**src/rtl/vbsp_pkg.sv**
```systemverilog
// Shared types and constants for the block stream parser.
// Used by the front parser, the token queue, the back end and the top level.
package vbsp_pkg;

  localparam logic [7:0]  SYNC_A     = 8'hAA;
  localparam logic [7:0]  SYNC_B     = 8'h55;
  localparam logic [7:0]  COLOR_B    = 8'h56;
  localparam logic [15:0] HDR_NORMAL = 16'hAA55;
  localparam logic [15:0] HDR_COLOR  = 16'hAA56;

  localparam logic [2:0] SLOT_SUM = 3'd0;
  localparam logic [2:0] SLOT_SIG = 3'd1;
  localparam logic [2:0] SLOT_X   = 3'd2;
  localparam logic [2:0] SLOT_Y   = 3'd3;
  localparam logic [2:0] SLOT_W   = 3'd4;
  localparam logic [2:0] SLOT_H   = 3'd5;
  localparam logic [2:0] SLOT_ANG = 3'd6;

  typedef enum logic [2:0] {
    PH_HUNT,
    PH_SYNC2,
    PH_HDR_A,
    PH_HDR_B,
    PH_WHI,
    PH_WLO
  } phase_t;

  // One assembled word, tagged by the front with its place in the block.
  typedef struct packed {
    logic [2:0]  slot;
    logic [15:0] word;
    logic        color;
    logic        last;
  } word_tok_t;

  typedef struct packed {
    logic               block_kind;
    logic [15:0]        object_signature;
    logic [15:0]        center_x;
    logic [15:0]        center_y;
    logic [15:0]        box_width;
    logic [15:0]        box_height;
    logic signed [15:0] rotation;
    logic [15:0]        sent_sum;
    logic               sum_status;
    logic [31:0]        good_total;
    logic [31:0]        bad_total;
  } result_t;

endpackage

```
**src/rtl/vbsp_front.sv**
```systemverilog
// Front end: byte-level frame and header parser that assembles words.
// Depends on vbsp_pkg; feeds word tokens into vbsp_tok_queue.
module vbsp_front
  import vbsp_pkg::*;
(
  input  logic      clk,
  input  logic      rst_n,
  input  logic      byte_vld,
  input  logic [7:0] byte_in,
  output logic      tok_push,
  output word_tok_t tok
);

  phase_t     phase_r, phase_nxt;
  logic [7:0] hi_r, hi_nxt;
  logic       color_r, color_nxt;
  logic       retaken_r, retaken_nxt;
  logic [2:0] slot_r, slot_nxt;
  logic [15:0] w;
  logic [2:0]  last_slot;

  assign w         = {hi_r, byte_in};
  assign last_slot = color_r ? SLOT_ANG : SLOT_H;

  always_ff @(posedge clk) begin
    if (!rst_n) begin
      phase_r   <= PH_HUNT;
      hi_r      <= '0;
      color_r   <= 1'b0;
      retaken_r <= 1'b0;
      slot_r    <= SLOT_SUM;
    end else begin
      phase_r   <= phase_nxt;
      hi_r      <= hi_nxt;
      color_r   <= color_nxt;
      retaken_r <= retaken_nxt;
      slot_r    <= slot_nxt;
    end
  end

  always_comb begin
    phase_nxt   = phase_r;
    hi_nxt      = hi_r;
    color_nxt   = color_r;
    retaken_nxt = retaken_r;
    slot_nxt    = slot_r;
    tok_push    = 1'b0;
    tok.slot    = slot_r;
    tok.word    = w;
    tok.color   = color_r;
    tok.last    = (slot_r == last_slot);
    if (byte_vld) begin
      unique case (phase_r)
        PH_HUNT: begin
          if (byte_in == SYNC_A) phase_nxt = PH_SYNC2;
        end
        PH_SYNC2: begin
          phase_nxt = (byte_in == SYNC_B) ? PH_HDR_A : PH_HUNT;
        end
        PH_HDR_A: begin
          phase_nxt = (byte_in == SYNC_A) ? PH_HDR_B : PH_HUNT;
        end
        PH_HDR_B: begin
          if (byte_in == SYNC_B || byte_in == COLOR_B) begin
            color_nxt   = (byte_in == COLOR_B);
            retaken_nxt = 1'b0;
            slot_nxt    = SLOT_SUM;
            phase_nxt   = PH_WHI;
          end else begin
            phase_nxt = PH_HUNT;
          end
        end
        PH_WHI: begin
          hi_nxt    = byte_in;
          phase_nxt = PH_WLO;
        end
        PH_WLO: begin
          phase_nxt = PH_WHI;
          if (slot_r == SLOT_SUM) begin
            // A header word in the checksum place restarts the block once.
            if (!retaken_r && (w == HDR_NORMAL || w == HDR_COLOR)) begin
              retaken_nxt = 1'b1;
              color_nxt   = (w == HDR_COLOR);
            end else begin
              tok_push = 1'b1;
              slot_nxt = SLOT_SIG;
            end
          end else begin
            tok_push = 1'b1;
            if (slot_r == last_slot) begin
              slot_nxt    = SLOT_SUM;
              retaken_nxt = 1'b0;
              phase_nxt   = PH_HDR_A;
            end else begin
              slot_nxt = slot_r + 3'd1;
            end
          end
        end
        default: phase_nxt = PH_HUNT;
      endcase
    end
  end

endmodule

```
**src/rtl/vbsp_tok_queue.sv**
```systemverilog
// Two-entry queue of word tokens between the front parser and the back end.
// Depends on vbsp_pkg for the token type.
module vbsp_tok_queue
  import vbsp_pkg::*;
(
  input  logic      clk,
  input  logic      rst_n,
  input  logic      push,
  input  word_tok_t push_tok,
  output logic      full,
  input  logic      pop,
  output logic      empty,
  output word_tok_t head
);

  word_tok_t  ent_r [2];
  logic       wr_r, rd_r;
  logic [1:0] cnt_r;
  logic       do_push, do_pop;

  assign full    = (cnt_r == 2'd2);
  assign empty   = (cnt_r == 2'd0);
  assign do_push = push && !full;
  assign do_pop  = pop && !empty;
  assign head    = ent_r[rd_r];

  always_ff @(posedge clk) begin
    if (!rst_n) begin
      wr_r  <= 1'b0;
      rd_r  <= 1'b0;
      cnt_r <= 2'd0;
    end else begin
      if (do_push) wr_r <= ~wr_r;
      if (do_pop)  rd_r <= ~rd_r;
      cnt_r <= cnt_r + {1'b0, do_push} - {1'b0, do_pop};
    end
  end

  always_ff @(posedge clk) begin
    if (do_push) ent_r[wr_r] <= push_tok;
  end

endmodule

```
**src/rtl/vbsp_back.sv**
```systemverilog
// Back end: stores block words, checks the additive checksum, keeps the
// saturating totals and holds finished results in a two-entry output queue.
// Depends on vbsp_pkg.
module vbsp_back
  import vbsp_pkg::*;
(
  input  logic      clk,
  input  logic      rst_n,
  input  logic      tok_empty,
  input  word_tok_t tok,
  output logic      tok_pop,
  output logic      res_empty,
  input  logic      res_pop,
  output result_t   res
);

  logic [15:0] sum_w_r, sig_r, x_r, y_r, wd_r, ht_r;
  logic [15:0] run_r, run_nxt;
  logic [31:0] good_r, bad_r, good_nxt, bad_nxt;
  logic        bad;
  result_t     fin;

  result_t    q_r [2];
  logic       wr_r, rd_r;
  logic [1:0] cnt_r;
  logic       q_push, q_pop;

  // A token is taken only when its result, if any, has a place to go.
  assign tok_pop = !tok_empty && (cnt_r != 2'd2);
  assign run_nxt = run_r + tok.word;
  assign bad     = (run_nxt != sum_w_r);
  assign good_nxt = (!bad && good_r != 32'hFFFF_FFFF) ? good_r + 32'd1 : good_r;
  assign bad_nxt  = (bad && bad_r != 32'hFFFF_FFFF) ? bad_r + 32'd1 : bad_r;

  always_comb begin
    fin.block_kind       = tok.color;
    fin.object_signature = sig_r;
    fin.center_x         = x_r;
    fin.center_y         = y_r;
    fin.box_width        = wd_r;
    fin.box_height       = ht_r;
    fin.rotation         = '0;
    fin.sent_sum         = sum_w_r;
    fin.sum_status       = bad;
    fin.good_total       = good_nxt;
    fin.bad_total        = bad_nxt;
    // The last word is taken straight from the token here, not from a register.
    case (tok.slot)
      SLOT_H:   fin.box_height = tok.word;
      SLOT_ANG: fin.rotation   = tok.word;
      default:  fin.box_height = ht_r;
    endcase
  end

  assign q_push    = tok_pop && (tok.slot != SLOT_SUM) && tok.last;
  assign q_pop     = res_pop && !res_empty;
  assign res_empty = (cnt_r == 2'd0);
  assign res       = q_r[rd_r];

  always_ff @(posedge clk) begin
    if (!rst_n) begin
      run_r  <= '0;
      good_r <= '0;
      bad_r  <= '0;
      wr_r   <= 1'b0;
      rd_r   <= 1'b0;
      cnt_r  <= 2'd0;
    end else begin
      if (tok_pop) begin
        if (tok.slot == SLOT_SUM) begin
          run_r <= '0;
        end else begin
          run_r <= run_nxt;
        end
      end
      if (q_push) begin
        good_r <= good_nxt;
        bad_r  <= bad_nxt;
        wr_r   <= ~wr_r;
      end
      if (q_pop) rd_r <= ~rd_r;
      cnt_r <= cnt_r + {1'b0, q_push} - {1'b0, q_pop};
    end
  end

  always_ff @(posedge clk) begin
    if (tok_pop) begin
      case (tok.slot)
        SLOT_SUM: sum_w_r <= tok.word;
        SLOT_SIG: sig_r   <= tok.word;
        SLOT_X:   x_r     <= tok.word;
        SLOT_Y:   y_r     <= tok.word;
        SLOT_W:   wd_r    <= tok.word;
        SLOT_H:   ht_r    <= tok.word;
        default: ;
      endcase
    end
    if (q_push) q_r[wr_r] <= fin;
  end

endmodule

```
**src/rtl/vision_block_stream_parser.sv**
```systemverilog
// Top level of the block stream parser: front parser, token queue, back end.
// Depends on vbsp_pkg, vbsp_front, vbsp_tok_queue and vbsp_back.
//
// One received byte is taken per beat, and a new byte is accepted every
// cycle while in_full is low. The front parser finds the frame sync and
// block headers and builds 16-bit words; each word passes through a
// two-entry queue to the back end, which stores it and, on the last word
// of a block, checks the checksum and writes one result into a two-entry
// output queue, whose head is shown on the out_ ports. Input is refused
// only when the token queue is full, which happens only when results
// are not being popped.
module vision_block_stream_parser
  import vbsp_pkg::*;
(
  input  logic               clk,
  input  logic               rst_n,
  input  logic               in_push,
  output logic               in_full,
  input  logic [7:0]         in_rx_byte,
  output logic               out_empty,
  input  logic               out_pop,
  output logic               out_block_kind,
  output logic [15:0]        out_object_signature,
  output logic [15:0]        out_center_x,
  output logic [15:0]        out_center_y,
  output logic [15:0]        out_box_width,
  output logic [15:0]        out_box_height,
  output logic signed [15:0] out_rotation,
  output logic [15:0]        out_sent_sum,
  output logic               out_sum_status,
  output logic [31:0]        out_good_total,
  output logic [31:0]        out_bad_total
);

  logic      tq_full, tq_empty, tq_pop, f_push;
  word_tok_t f_tok, tq_head;
  result_t   res;

  vbsp_front u_front (
    .clk      (clk),
    .rst_n    (rst_n),
    .byte_vld (in_push && !in_full),
    .byte_in  (in_rx_byte),
    .tok_push (f_push),
    .tok      (f_tok)
  );

  vbsp_tok_queue u_tq (
    .clk      (clk),
    .rst_n    (rst_n),
    .push     (f_push),
    .push_tok (f_tok),
    .full     (tq_full),
    .pop      (tq_pop),
    .empty    (tq_empty),
    .head     (tq_head)
  );

  vbsp_back u_back (
    .clk       (clk),
    .rst_n     (rst_n),
    .tok_empty (tq_empty),
    .tok       (tq_head),
    .tok_pop   (tq_pop),
    .res_empty (out_empty),
    .res_pop   (out_pop),
    .res       (res)
  );

  assign in_full              = tq_full;
  assign out_block_kind       = res.block_kind;
  assign out_object_signature = res.object_signature;
  assign out_center_x         = res.center_x;
  assign out_center_y         = res.center_y;
  assign out_box_width        = res.box_width;
  assign out_box_height       = res.box_height;
  assign out_rotation         = res.rotation;
  assign out_sent_sum         = res.sent_sum;
  assign out_sum_status       = res.sum_status;
  assign out_good_total       = res.good_total;
  assign out_bad_total        = res.bad_total;

endmodule

```
**config.mk**
```make
export PLATFORM = sky130hd
export DESIGN_NAME = vision_block_stream_parser
export DESIGN_NICKNAME = d
export VERILOG_FILES = /design/src/rtl/vbsp_pkg.sv /design/src/rtl/vbsp_front.sv /design/src/rtl/vbsp_tok_queue.sv /design/src/rtl/vbsp_back.sv /design/src/rtl/vision_block_stream_parser.sv
export SDC_FILE = /design/constraint.sdc
export NUM_CORES = 1
export LEC_CHECK = 0
export BUFFER_PORTS_ARGS = -buffer_cell sky130_fd_sc_hd__buf_2
export CAP_MARGIN = 20
export CORE_ASPECT_RATIO = 0.5
export CORE_MARGIN = 1.5
export CORE_UTILIZATION = 54
export CTS_CLUSTER_SIZE = 14
export DETAILED_ROUTE_END_ITERATION = 10
export PLACE_DENSITY = 0.76
export SYNTH_ARGS = -nofsm -noshare
export SYNTH_HDL_FRONTEND = slang
export SYNTH_SLANG_ARGS = --single-unit
```
**constraint.sdc**
```tcl
create_clock -name clk -period 9.95 [get_ports clk]
set_clock_uncertainty 0.15 [all_clocks]
set_input_delay 0.995 -clock clk [delete_from_list [all_inputs] [get_ports clk]]
set_output_delay 0.995 -clock clk [all_outputs]
set_load 0.01 [all_outputs]
```
Word-level counts from Yosys, hierarchy flattened
Memories as Yosys holds them, arrays and structs flattened. A register that Yosys moved wholly into a read port is not among the register bits.
Index checks and enable logic that the tools add are counted.
{"block": "op_classes", "addsub": 8, "eq_ne": 29, "mux": 39, "bitwise_logic": 4, "n_reduce_logical": 34}
{"op": "32-bit by 1-bit adder with 32-bit output (second input constant)", "n": 2}
{"op": "32-bit two-way mux", "n": 2}
{"op": "32-bit inequality test (second input constant)", "n": 2}
{"op": "16-bit two-way mux", "n": 3}
{"op": "16-bit == test (second input constant)", "n": 2}
{"op": "3-bit two-way mux", "n": 8}
{"op": "1-bit two-way mux", "n": 19}
{"op": "3-bit one-hot mux with 6 select lines", "n": 1}
{"op": "16-bit adder", "n": 1}
{"op": "8-bit by 7-bit == test with 1-bit output (second input constant)", "n": 2}
{"op": "16-bit inequality test", "n": 1}
{"op": "3-bit == test (second input constant)", "n": 5}
{"op": "2-bit AND reduction", "n": 7}
{"op": "3-bit by 2-bit == test with 1-bit output (second input constant)", "n": 4}
{"op": "1-bit logical AND", "n": 10}
{"op": "5-bit AND reduction", "n": 2}
{"op": "3-bit logical NOT", "n": 3}
{"op": "8-bit == test (second input constant)", "n": 1}
{"op": "2-bit by 1-bit inequality test with 1-bit output (second input constant)", "n": 4}
{"op": "3-bit by 1-bit == test with 1-bit output (second input constant)", "n": 2}
{"op": "2-bit two-way mux", "n": 3}
{"op": "3-bit inequality test (second input constant)", "n": 2}
{"op": "3-bit one-hot mux with 2 select lines", "n": 1}
{"op": "1-bit logical NOT", "n": 5}
{"op": "other kinds (14)", "n": 22}
{"block": "word_totals", "register_bits": 200, "ram_bits": 398, "input_bits": 12, "out_inout_bits": 180, "elab_cells": 136, "mem_count": 2}
{"name": "u_back.q_r", "depth": 2, "width": 178, "read_ports": 1, "rd_clocked_by_memory_dff": 1, "write_ports": 1, "line_no": "vbsp_back.sv:23", "source": "result_t q_r [2];"}
{"name": "u_tq.ent_r", "depth": 2, "width": 21, "read_ports": 1, "rd_clocked_by_memory_dff": 1, "write_ports": 1, "line_no": "vbsp_tok_queue.sv:16", "source": "word_tok_t ent_r [2];"}

Depth between registers and ports, before layout
Gate-level depths: netlist of the first run.
{"block": "logic_depth", "word_depth": 10, "depth_mapped": 18, "ltp_nobuf": 14}

Hierarchy
Synthesis of the first run repeated with hierarchy kept, for this count alone.
{"block": "unflattened", "hier_cells": 1722, "hier_area_um2": 25192.9}
{"mod": "vbsp_back", "n_inst": 1, "cells_each": 1506, "area_per_inst_um2": 22186.3, "seq_area_each_um2": 15274.6}
{"mod": "vbsp_tok_queue", "n_inst": 1, "cells_each": 92, "area_per_inst_um2": 1831.8, "seq_area_each_um2": 1361.3}
{"mod": "vbsp_front", "n_inst": 1, "cells_each": 123, "area_per_inst_um2": 1161.1, "seq_area_each_um2": 320.3}
{"mod": "vision_block_stream_parser", "n_inst": 1, "cells_each": 1, "area_per_inst_um2": 13.8, "seq_area_each_um2": 0.0}

Worst setup path after synthesis of the first run
OpenSTA, ideal clock, no wires.
{"block": "synth_timing", "kind": "reg-to-reg", "startpoint": "register (tool-made name)", "endpoint": "memory u_back.q_r[0][0] (netlist name) (enable)", "setup_time_ps": 720, "arrival_ps": 8700, "t_required_ps": 9080, "slack_ps": 381, "path_stages_with_launch": 8, "path_buffers": 1, "synth_period_minus_slack_ps": 9569, "path_cell_list": "dfxtp_1 buf_2 nor3_1 a21oi_1 inv_1 a21oi_2 nand2_1 nor2_1"}
{"element": "to (decl)", "line_no": "vbsp_back.sv:23"}

==> results_dict.tcl, run 1 <==
set metrics [dict create \
    run_status "finished clean" \
    critPathTopFamily "compound AO/OA/AOI/OAI gates" \
    die_x_um 308.1 \
    critPathBufInv 3 \
    yosysWarnings 0 \
    synth_top_area_cell "edfxtp_1" \
    area_growth_pct 12.71 \
    drt-pass1-iter-count 5 \
    clkSinkCount 600 \
    period_share 0.5544 \
    post-cts-setup-buffers 0 \
    p_leak_uw 0.009915 \
    vias 14930 \
    final_nets 1987 \
    post_drt_wl_per_cell_um 20.40 \
    synth-edff-count 494 \
    critPathLaunchType "flop" \
    grt_pass1_wl_um 80850 \
    crit_type "flop to flop" \
    fmax_mhz 181.3 \
    path_clk_slew_ns 0.07 \
    relSlewSlack 0.2953 \
    htreeDepth 2 \
    ys_seq_elements 600 \
    syn_area_per_cell_sq_um 14.16 \
    synth.cells.most_frequent "494 x edfxtp_1, 182 x mux2_2, 118 x nor2_1" \
    dpl.hpwl_um 33830 \
    synth_area_leaders "edfxtp_1 59%, dfxtp_1 8.4%, mux2_2 8.2%" \
    rows 55 \
    routed_wl_um 53440 \
    synth_area_sq_um 25130 \
    crit_chain "buf_4 -> mux2i_1 -> inv_1 -> ha_1 -> and2_1 -> a221oi_2 -> nand2_1 -> a31oi_4 -> xor2_1 -> a2111oi_1 -> nand4_1 -> buf_4 -> nor4_1 -> xor2_1" \
    n_fill_cell 3376 \
    crit_required_ns 10.10 \
    pin_count 192 \
    cap_violations 0 \
    drcViolationCount 0 \
    synthFlopType "edfxtp_1" \
    antenna_left 0 \
    syn-num-nets 1811 \
    cts_tree "built" \
    maxSlewViolCount 0 \
    synthDistinctLibCells 65 \
    min_period_ns 5.517 \
    gp_congestion 0.9216 \
    grt_pass1_vias 14260 \
    synth_cells 1775 \
    setup_viol_count_final 0 \
    clkLatencyLatePin_ns 0.58 \
    cp.depth 14 \
    rsz0062_at_grt "no" \
    antenna_found_initial 1 \
    worst_hold_slack_ns 0.2931 \
    grt_use_total 0.2183 \
    seq_area_frac_synth 0.6746 \
    ff2ff_path_depth 14 \
    slowest_delay_ns 0.78 \
    slowest_stage "dfxtp_1" \
    drt_iter0_drc 1318 \
    cts_root_buffer "clkbuf_16" \
    pre_cts_slack_ns 4.210 \
    hold_viol_final 0 \
    cts_buffers 51 \
    postCtsHoldBufs 0 \
    synth-async-reset-ratio 0 \
    end_kind "flop" \
    power_density_nw_per_um2 169.2 \
    tightest_slew_ns 1.057 \
    holdPathStages 0 \
    io_buffers 191 \
    hp-class "flop to flop" \
    core_area_sq_um 45560 \
    tns_ns 0 \
    path_max_fanout 38 \
    initial_core_util 0.5517 \
    utilization 0.6219 \
    peakVddDrop_v 0.0001257 \
    fin_ws_ns 4.433 \
    grt.overflow.total 0 \
    crit_arrival_ns 5.67 \
    layout-drive-gt1-share 0.2439 \
    via_per_inst 5.699 \
    grt_max_degree 102 \
    die_area_sq_um 47930 \
    cts-resized-gates 0 \
    synth_top_area_share 0.5902 \
    yosysMostFrequentCell "edfxtp_1" \
    clockBufferDepth 3 \
    die_height_um 155.6 \
    n_antenna_cell 0 \
]
## routing by layer
layer | GRT usage | share of wire | vias up
met5 | 0 | 0 | -
met1 | 0.2891 | 0.43 | 7549
met4 | 0.04856 | 0.016 | 0
li1 | - | - | 7003
met2 | 0.3781 | 0.50 | 320
met3 | 0.03939 | 0.047 | 59
## kinds of logic (layout without fill, tap and decap cells)
logic type / Yosys count / after routing / share of synthesized area
multiplexers: 241 / 241 / 0.1050
AND/OR/NAND/NOR: 499 / 499 / 0.1022
buffers and inverters: 131 / 349 / 0.02041
flip-flops: 600 / 600 / 0.6746
XOR/XNOR: 99 / 99 / 0.03734
AO/OA/AOI/OAI: 181 / 181 / 0.04819
adder cells (fa/ha/maj): 24 / 24 / 0.01225
## layout make-up
cell class	count	area (sq um)	share of cell area
clock inverter	8	90.09	0.003180
multi-input combinational	1044	7697	0.2717
clock buffer	87	1481	0.05229
timing repair buffer	212	1159	0.04090
sequential	600	16960	0.5987
inverter	42	157.7	0.005565
tap	627	784.5	0.02769
## placed cells by master (no fill, tap or decap), drive strengths merged, types with 42 or more instances in the layout
cell	Yosys	final
inv	41	42
mux2i	59	59
nand3	47	47
a21oi	68	68
nand2	89	89
mux2	182	182
nor2	118	118
xnor2	49	49
edfxtp	494	494
clkbuf	63	87
buf	26	212
dfxtp	106	106
xor2	45	45
## worst paths after layout
check	startpoint	end	slack, ns
max	flop	u_back.q_r[1][55]$_DFFE_PP_	4.43
max reg2reg	flop	u_back.q_r[1][55]$_DFFE_PP_	4.43
min	u_back.y_r[15]$_DFFE_PP_	u_back.q_r[1][144]$_DFFE_PP_	0.29
min reg2reg	u_back.y_r[15]$_DFFE_PP_	u_back.q_r[1][144]$_DFFE_PP_	0.29
## state kept, by name, summed over array words and instances (netlist names), 16 cells and up, named ones only
register / count
u_back.sig_r: 16
u_back.ht_r: 16
u_back.q_r: 356
u_tq.ent_r: 42
u_back.wd_r: 16
u_back.sum_w_r: 16
u_back.y_r: 16
u_back.x_r: 16
u_back.bad_r: 32
u_back.run_r: 16
u_back.good_r: 32
## power breakdown
group / total (uW) / switching [uW] / internal, uW
clock network: 1900 / 862 / 1040
registers: 2690 / 13.3 / 2680
logic: 198 / 104 / 94.2
## per-stage QoR
step / power [uW] / cell area (sq um) / cells
2_1_floorplan: 2879 / 25130 / 1775
5_1_grt: 4935 / 28330 / 2620
6_report: 4793 / 28330 / 2620
4_1_cts: 4829 / 28280 / 2618
3_3_place_gp: 2949 / 26710 / 2523
3_5_place_dp: 2949 / 26710 / 2523
(Power assumes the default switching activity.)
==> run 2: changes to the inputs <==
clock period = 4.58 ns   (was 9.95 ns; I/O delays follow)
==> results_dict.tcl, run 2 (synthesized netlist as in run 1, its figures left out) <==
set metrics [dict create \
    rows 55 \
    n_antenna_cell 0 \
    clkSinkCount 600 \
    fmax_mhz 229.6 \
    power_density_nw_per_um2 360.9 \
    final_nets 2048 \
    grt_max_degree 116 \
    crit_arrival_ns 4.70 \
    pin_count 192 \
    tightest_slew_ns 0.9976 \
    cap_violations 0 \
    crit_type "flop to flop" \
    placed_area_sq_um 27250 \
    post_drt_wl_per_cell_um 20.29 \
    top_regs "u_back.q_r x356, u_tq.ent_r x42" \
    via_per_inst 5.706 \
    min_period_ns 4.355 \
    pre_cts_slack_ns -0.06692 \
    holdPathStages 1 \
    crit_required_ns 4.93 \
    drcViolationCount 0 \
    fin_area_sq_um 29000 \
    ff2ff_path_depth 14 \
    final_common_cell "edfxtp_1" \
    critPathLaunchType "flop" \
    run_status "finished clean" \
    end_kind "flop" \
    slowest_delay_ns 0.52 \
    finalPower_uw 10470 \
    grt_use_total 0.2232 \
    core_area_sq_um 45560 \
    drt_iter0_drc 1412 \
    setup_viol_count_final 0 \
    tns_ns 0 \
    cts_root_buffer "clkbuf_16" \
    clkLatencyLatePin_ns 0.59 \
    maxSlewViolCount 0 \
    hp-class "input port to flop" \
    relSlewSlack 0.3349 \
    gp_congestion 0.9297 \
    cts_tree "built" \
    layout-drive-gt1-share 0.2720 \
    cts_buffers 51 \
    final_cell_mix "494 x edfxtp_1, 191 x buf_2, 182 x mux2_2" \
    routed_wl_um 54420 \
    die_height_um 155.6 \
    rsz0062_at_grt "no" \
    io_buffers 191 \
    peakVddDrop_v 0.0002722 \
    drt-pass1-iter-count 5 \
    grt_pass1_wl_um 82610 \
    die_area_sq_um 47930 \
    largest_reg_flops 356 \
    path_max_fanout 28 \
    hold_viol_final 0 \
    grt_pass1_vias 14910 \
    period_share 0.9509 \
    area_growth_pct 15.40 \
    antenna_left 0 \
    regMostFlops "u_back.q_r" \
    p_leak_uw 0.01026 \
    grt.overflow.total 0 \
    fin_ws_ns 0.2250 \
    slowest_stage "or4_1" \
    antenna_found_initial 0 \
    initial_core_util 0.5517 \
    die_x_um 308.1 \
    crit_chain "buf_4 -> mux2i_1 -> inv_1 -> ha_1 -> nand2b_1 -> a211oi_2 -> o41ai_4 -> xor2_2 -> a2111o_1 -> nor4_1 -> nand4_1 -> buf_6 -> or4_1 -> a21oi_1" \
    clockBufferDepth 3 \
    vias 15300 \
    dpl.hpwl_um 35220 \
    utilization 0.6367 \
    htreeDepth 2 \
    path_clk_slew_ns 0.07 \
    r2r_slack_ns 0.23 \
]
run 2: cell type report:
cell class / count / area, sq um
Fill cell: 3321 / 16550
Inverter: 42 / 157.7
Sequential cell: 600 / 16960
Clock buffer: 85 / 1464
Clock inverter: 11 / 112.6
Timing Repair Buffer: 273 / 1709
Multi-Input combinational cell: 1044 / 7815
Tap cell: 627 / 784.5
run 2: routing by layer:
layer  GRT usage  wire, um  vias to the layer above  share of wire
li1            -         -                     7125              -
met1      0.2965     23340                     7708           0.43
met2      0.3836     27130                      389           0.50
met3     0.04156      2900                       81          0.053
met4     0.05161      1046                        0          0.019
met5           0         0                        -              0
run 2: where the power goes:
part	total [uW]	switching, uW	internal [uW]
registers	5860	36.3	5820
clock network	4180	1930	2250
logic	428	216	213
run 2: worst paths after layout:
check	from	to
worst max register to register	flop	u_back.good_r[22]$_SDFFE_PN0P_
worst min register to register	u_back.wd_r[2]$_DFFE_PP_	u_back.q_r[1][115]$_DFFE_PP_
worst min-delay path	in_rx_byte[3]	u_tq.ent_r[1][5]$_DFFE_PP_
worst max-delay path	flop	u_back.good_r[22]$_SDFFE_PN0P_
run 2: timing repair:
action	CTS	global route
gates resized for setup	4	24
hold buffers	4	0
endpoints found under the setup margin	30	177
endpoints found under the hold margin	8	0
buffers inserted	0	1
pin swaps	0	4
run 2: metrics by stage:
| step | hold slack [ns] | std cells |
|---|---|---|
| finish | 0.01398 | 2682 |
| global placement | 0.2717 | 2580 |
| detailed placement | 0.2796 | 2581 |
| global route | 0.001234 | 2682 |
| floorplan | 0.2715 | 1775 |
| CTS | 0.003067 | 2681 |
run 2: worst max-delay path: cells and delay by family, from the launching register on:
kind | cells | cell delay [ns]
AO/OA/AOI/OAI | 4 | 1.15
XOR/XNOR | 1 | 0.20
adder cells (fa/ha/maj) | 1 | 0.40
buffers and inverters | 3 | 0.53
flip-flops | 1 | 0.39
multiplexers | 1 | 0.25
AND/OR/NAND/NOR | 4 | 1.17
==> run 3: changes to the inputs <==
ABC_AREA = 1   (was not set)
==> results_dict.tcl, run 3 <==
set metrics [dict create \
    core_area_sq_um 47370 \
    synth_top_area_share 0.5667 \
    dr_wl_met3_um 3574 \
    synth_area_leaders "edfxtp_1 57%, dfxtp_1 8.1%, mux2_2 7.7%" \
    yosysWarnings 0 \
    slowest_delay_ns 0.44 \
    power.switching_uw 2346 \
    relSlewSlack 0.3556 \
    grt_pass1_wl_um 92820 \
    clkSinkCount 600 \
    crit_type "flop to flop" \
    min_period_ns 4.213 \
    m1WireLength_um 27170 \
    synth.cells.most_frequent "494 x edfxtp_1, 475 x nand2_1, 238 x inv_1" \
    place_inst 3080 \
    rows 56 \
    io_buffers 191 \
    gp_congestion 0.9560 \
    yosysMostFrequentCell "edfxtp_1" \
    p_leak_uw 0.01091 \
    synth_cells 2289 \
    die_height_um 158.7 \
    antenna_found_initial 0 \
    grt.overflow.total 0 \
    final_common_cell "edfxtp_1" \
    pwr-share-seq 0.548 \
    grt_pass1_vias 16660 \
    n_fill_cell 3712 \
    post-cts-setup-buffers 0 \
    via_per_inst 5.538 \
    synth-async-reset-ratio 0 \
    end_kind "flop" \
    ys_seq_elements 600 \
    wl_met2_um 28880 \
    cap_violations 0 \
    die_area_sq_um 49890 \
    largest_reg_flops 356 \
    ff2ff_path_depth 21 \
    final_nets 2539 \
    antenna_left 0 \
    vias 17630 \
    setup_viol_count_final 0 \
    swShare 0.2174 \
    fin_area_sq_um 29780 \
    combPwrFrac 0.059 \
    regMostFlops "u_back.q_r" \
    clkLatencyLatePin_ns 0.60 \
    synth-edff-count 494 \
    hold_viol_final 0 \
    crit_arrival_ns 4.42 \
    cts_root_buffer "clkbuf_16" \
    clkPwrFrac 0.393 \
    path_clk_slew_ns 0.06 \
    fmax_mhz 237.4 \
    top_layer_used "met4" \
    crit_required_ns 4.78 \
    run_status "finished clean" \
    path_max_fanout 21 \
    initial_core_util 0.5526 \
    top_regs "u_back.q_r x356, u_tq.ent_r x42" \
    syn-num-nets 2325 \
    stdcell_count 3183 \
    multiInputGateArea_sq_um 7986 \
    regArea_sq_um 16960 \
    critPathLaunchType "flop" \
    area_growth_pct 13.76 \
    placed_area_sq_um 28080 \
    cts_buffers 51 \
    synthFlopType "edfxtp_1" \
    slowest_stage "dfxtp_1" \
    cts_tree "built" \
    tightest_slew_ns 0.9666 \
    synth_top_area_cell "edfxtp_1" \
    tns_ns 0 \
    drt-pass1-iter-count 8 \
    drcViolationCount 0 \
    pin_count 192 \
    syn_area_per_cell_sq_um 11.44 \
    synthDistinctLibCells 43 \
    routed_wl_um 60890 \
    n_antenna_cell 0 \
    rsz0062_at_grt "no" \
    final_cell_mix "494 x edfxtp_1, 475 x nand2_1, 232 x inv_1" \
    p_int_uw 8446 \
    period_share 0.9198 \
    hp-class "input port to flop" \
    power_density_nw_per_um2 362.4 \
    clockBufferDepth 3 \
    maxSlewViolCount 0 \
    layout-drive-gt1-share 0.2126 \
    htreeDepth 2 \
    dpl.hpwl_um 40290 \
    r2r_slack_ns 0.37 \
    utilization 0.6287 \
    crit_chain "inv_4 -> or2_2 -> o21ai_0 -> buf_4 -> inv_1 -> ha_1 -> nand2_1 -> nand2_1 -> nand2_1 -> nand2_1 -> a21oi_1 -> nand2_1 -> nand2_1 -> nand3_1 -> nand2_1 -> nand2_1 -> nor2_4 -> nand3_4 -> buf_4 -> nand3_1 -> nand2_1" \
    drt_iter0_drc 1867 \
    r2r-end "u_back.q_r[1][12]$_DFFE_PP_" \
    synth_area_sq_um 26180 \
    crit_top_cell "nand2_1" \
    grt_max_degree 89 \
    peakVddDrop_v 0.0003301 \
    grt_use_total 0.2408 \
    seq_area_frac_synth 0.6478 \
    die_x_um 314.4 \
    post_drt_wl_per_cell_um 19.13 \
    crit_end "u_back.q_r[1][12]$_DFFE_PP_" \
]
[run 3: power by group through the flow]
stage / clock, uW / combinational [uW] / sequential (uW)
2_1_floorplan: 0 / 409 / 6000
3_3_place_gp: 0 / 634 / 6030
3_5_place_dp: 0 / 638 / 6030
4_1_cts: 4310 / 647 / 5910
5_1_grt: 4520 / 689 / 5910
6_report: 4240 / 641 / 5910
[run 3: critical path, delay by kind of cell (launching register included)]
kind,cells,cell delay [ns]
and+or+nand+nor,14,1.74
buffers and inverters,4,0.78
DFF,1,0.44
AOI/OAI and AO/OA,2,0.41
adders and majority gates,1,0.41
[run 3: kinds of logic after synthesis]
family,count (synthesis),synth area share
and+or+nand+nor,927,0.1581
adders and majority gates,24,0.01176
xor gates and xnor gates,65,0.02175
muxes,178,0.07657
DFF,600,0.6478
buffers and inverters,328,0.04904
AOI/OAI and AO/OA,167,0.03504
[run 3: worst min path at each step]
stage	start	to	slack, ns	depth (start not counted)
3_3_place_gp	u_back.sig_r[7]$_DFFE_PP_	u_back.q_r[1][168]$_DFFE_PP_	0.27	0
6_report	out_pop	flop	0.07	4
2_1_floorplan	u_back.wd_r[0]$_DFFE_PP_	u_back.q_r[0][113]$_DFFE_PP_	0.27	0
5_1_grt	out_pop	u_back.rd_r$_SDFFE_PN0P_	0.12	4
4_1_cts	out_pop	flop	0.03	4
3_5_place_dp	u_back.rd_r$_SDFFE_PN0P_	flop	0.28	1
[run 3: through the flow]
stage | hold slack, ns | total power [uW] | setup slack, ns
6_report | 0.06842 | 10790 | 0.3673
5_1_grt | 0.1233 | 11120 | 0.07116
4_1_cts | 0.03112 | 10870 | 0.1860
3_5_place_dp | 0.2774 | 6670 | 0.2138
3_3_place_gp | 0.2721 | 6664 | 0.3131
2_1_floorplan | 0.2715 | 6408 | 0.03184
[run 3: layout make-up]
class / instances / share of cell area
clock inverters: 12 / 0.004874
multi-input cells: 1361 / 0.2682
clock buffers: 83 / 0.04895
flip-flops and latches: 600 / 0.5696
well taps: 638 / 0.02681
repair buffers: 243 / 0.05051
inverters: 246 / 0.03109
[run 3: metal layers]
layer	global-route usage	up-vias
li1	-	8367
met1	0.3362	8632
met2	0.3983	545
met3	0.03790	85
met4	0.05952	0
met5	0	-
[run 3: repair_timing]
item / 4_1_cts / 5_1_grt
hold buffers: 8 / 0
hold endpoints to repair: 18 / 0
endpoints found under the setup margin: 0 / 96
resized for setup: 0 / 8
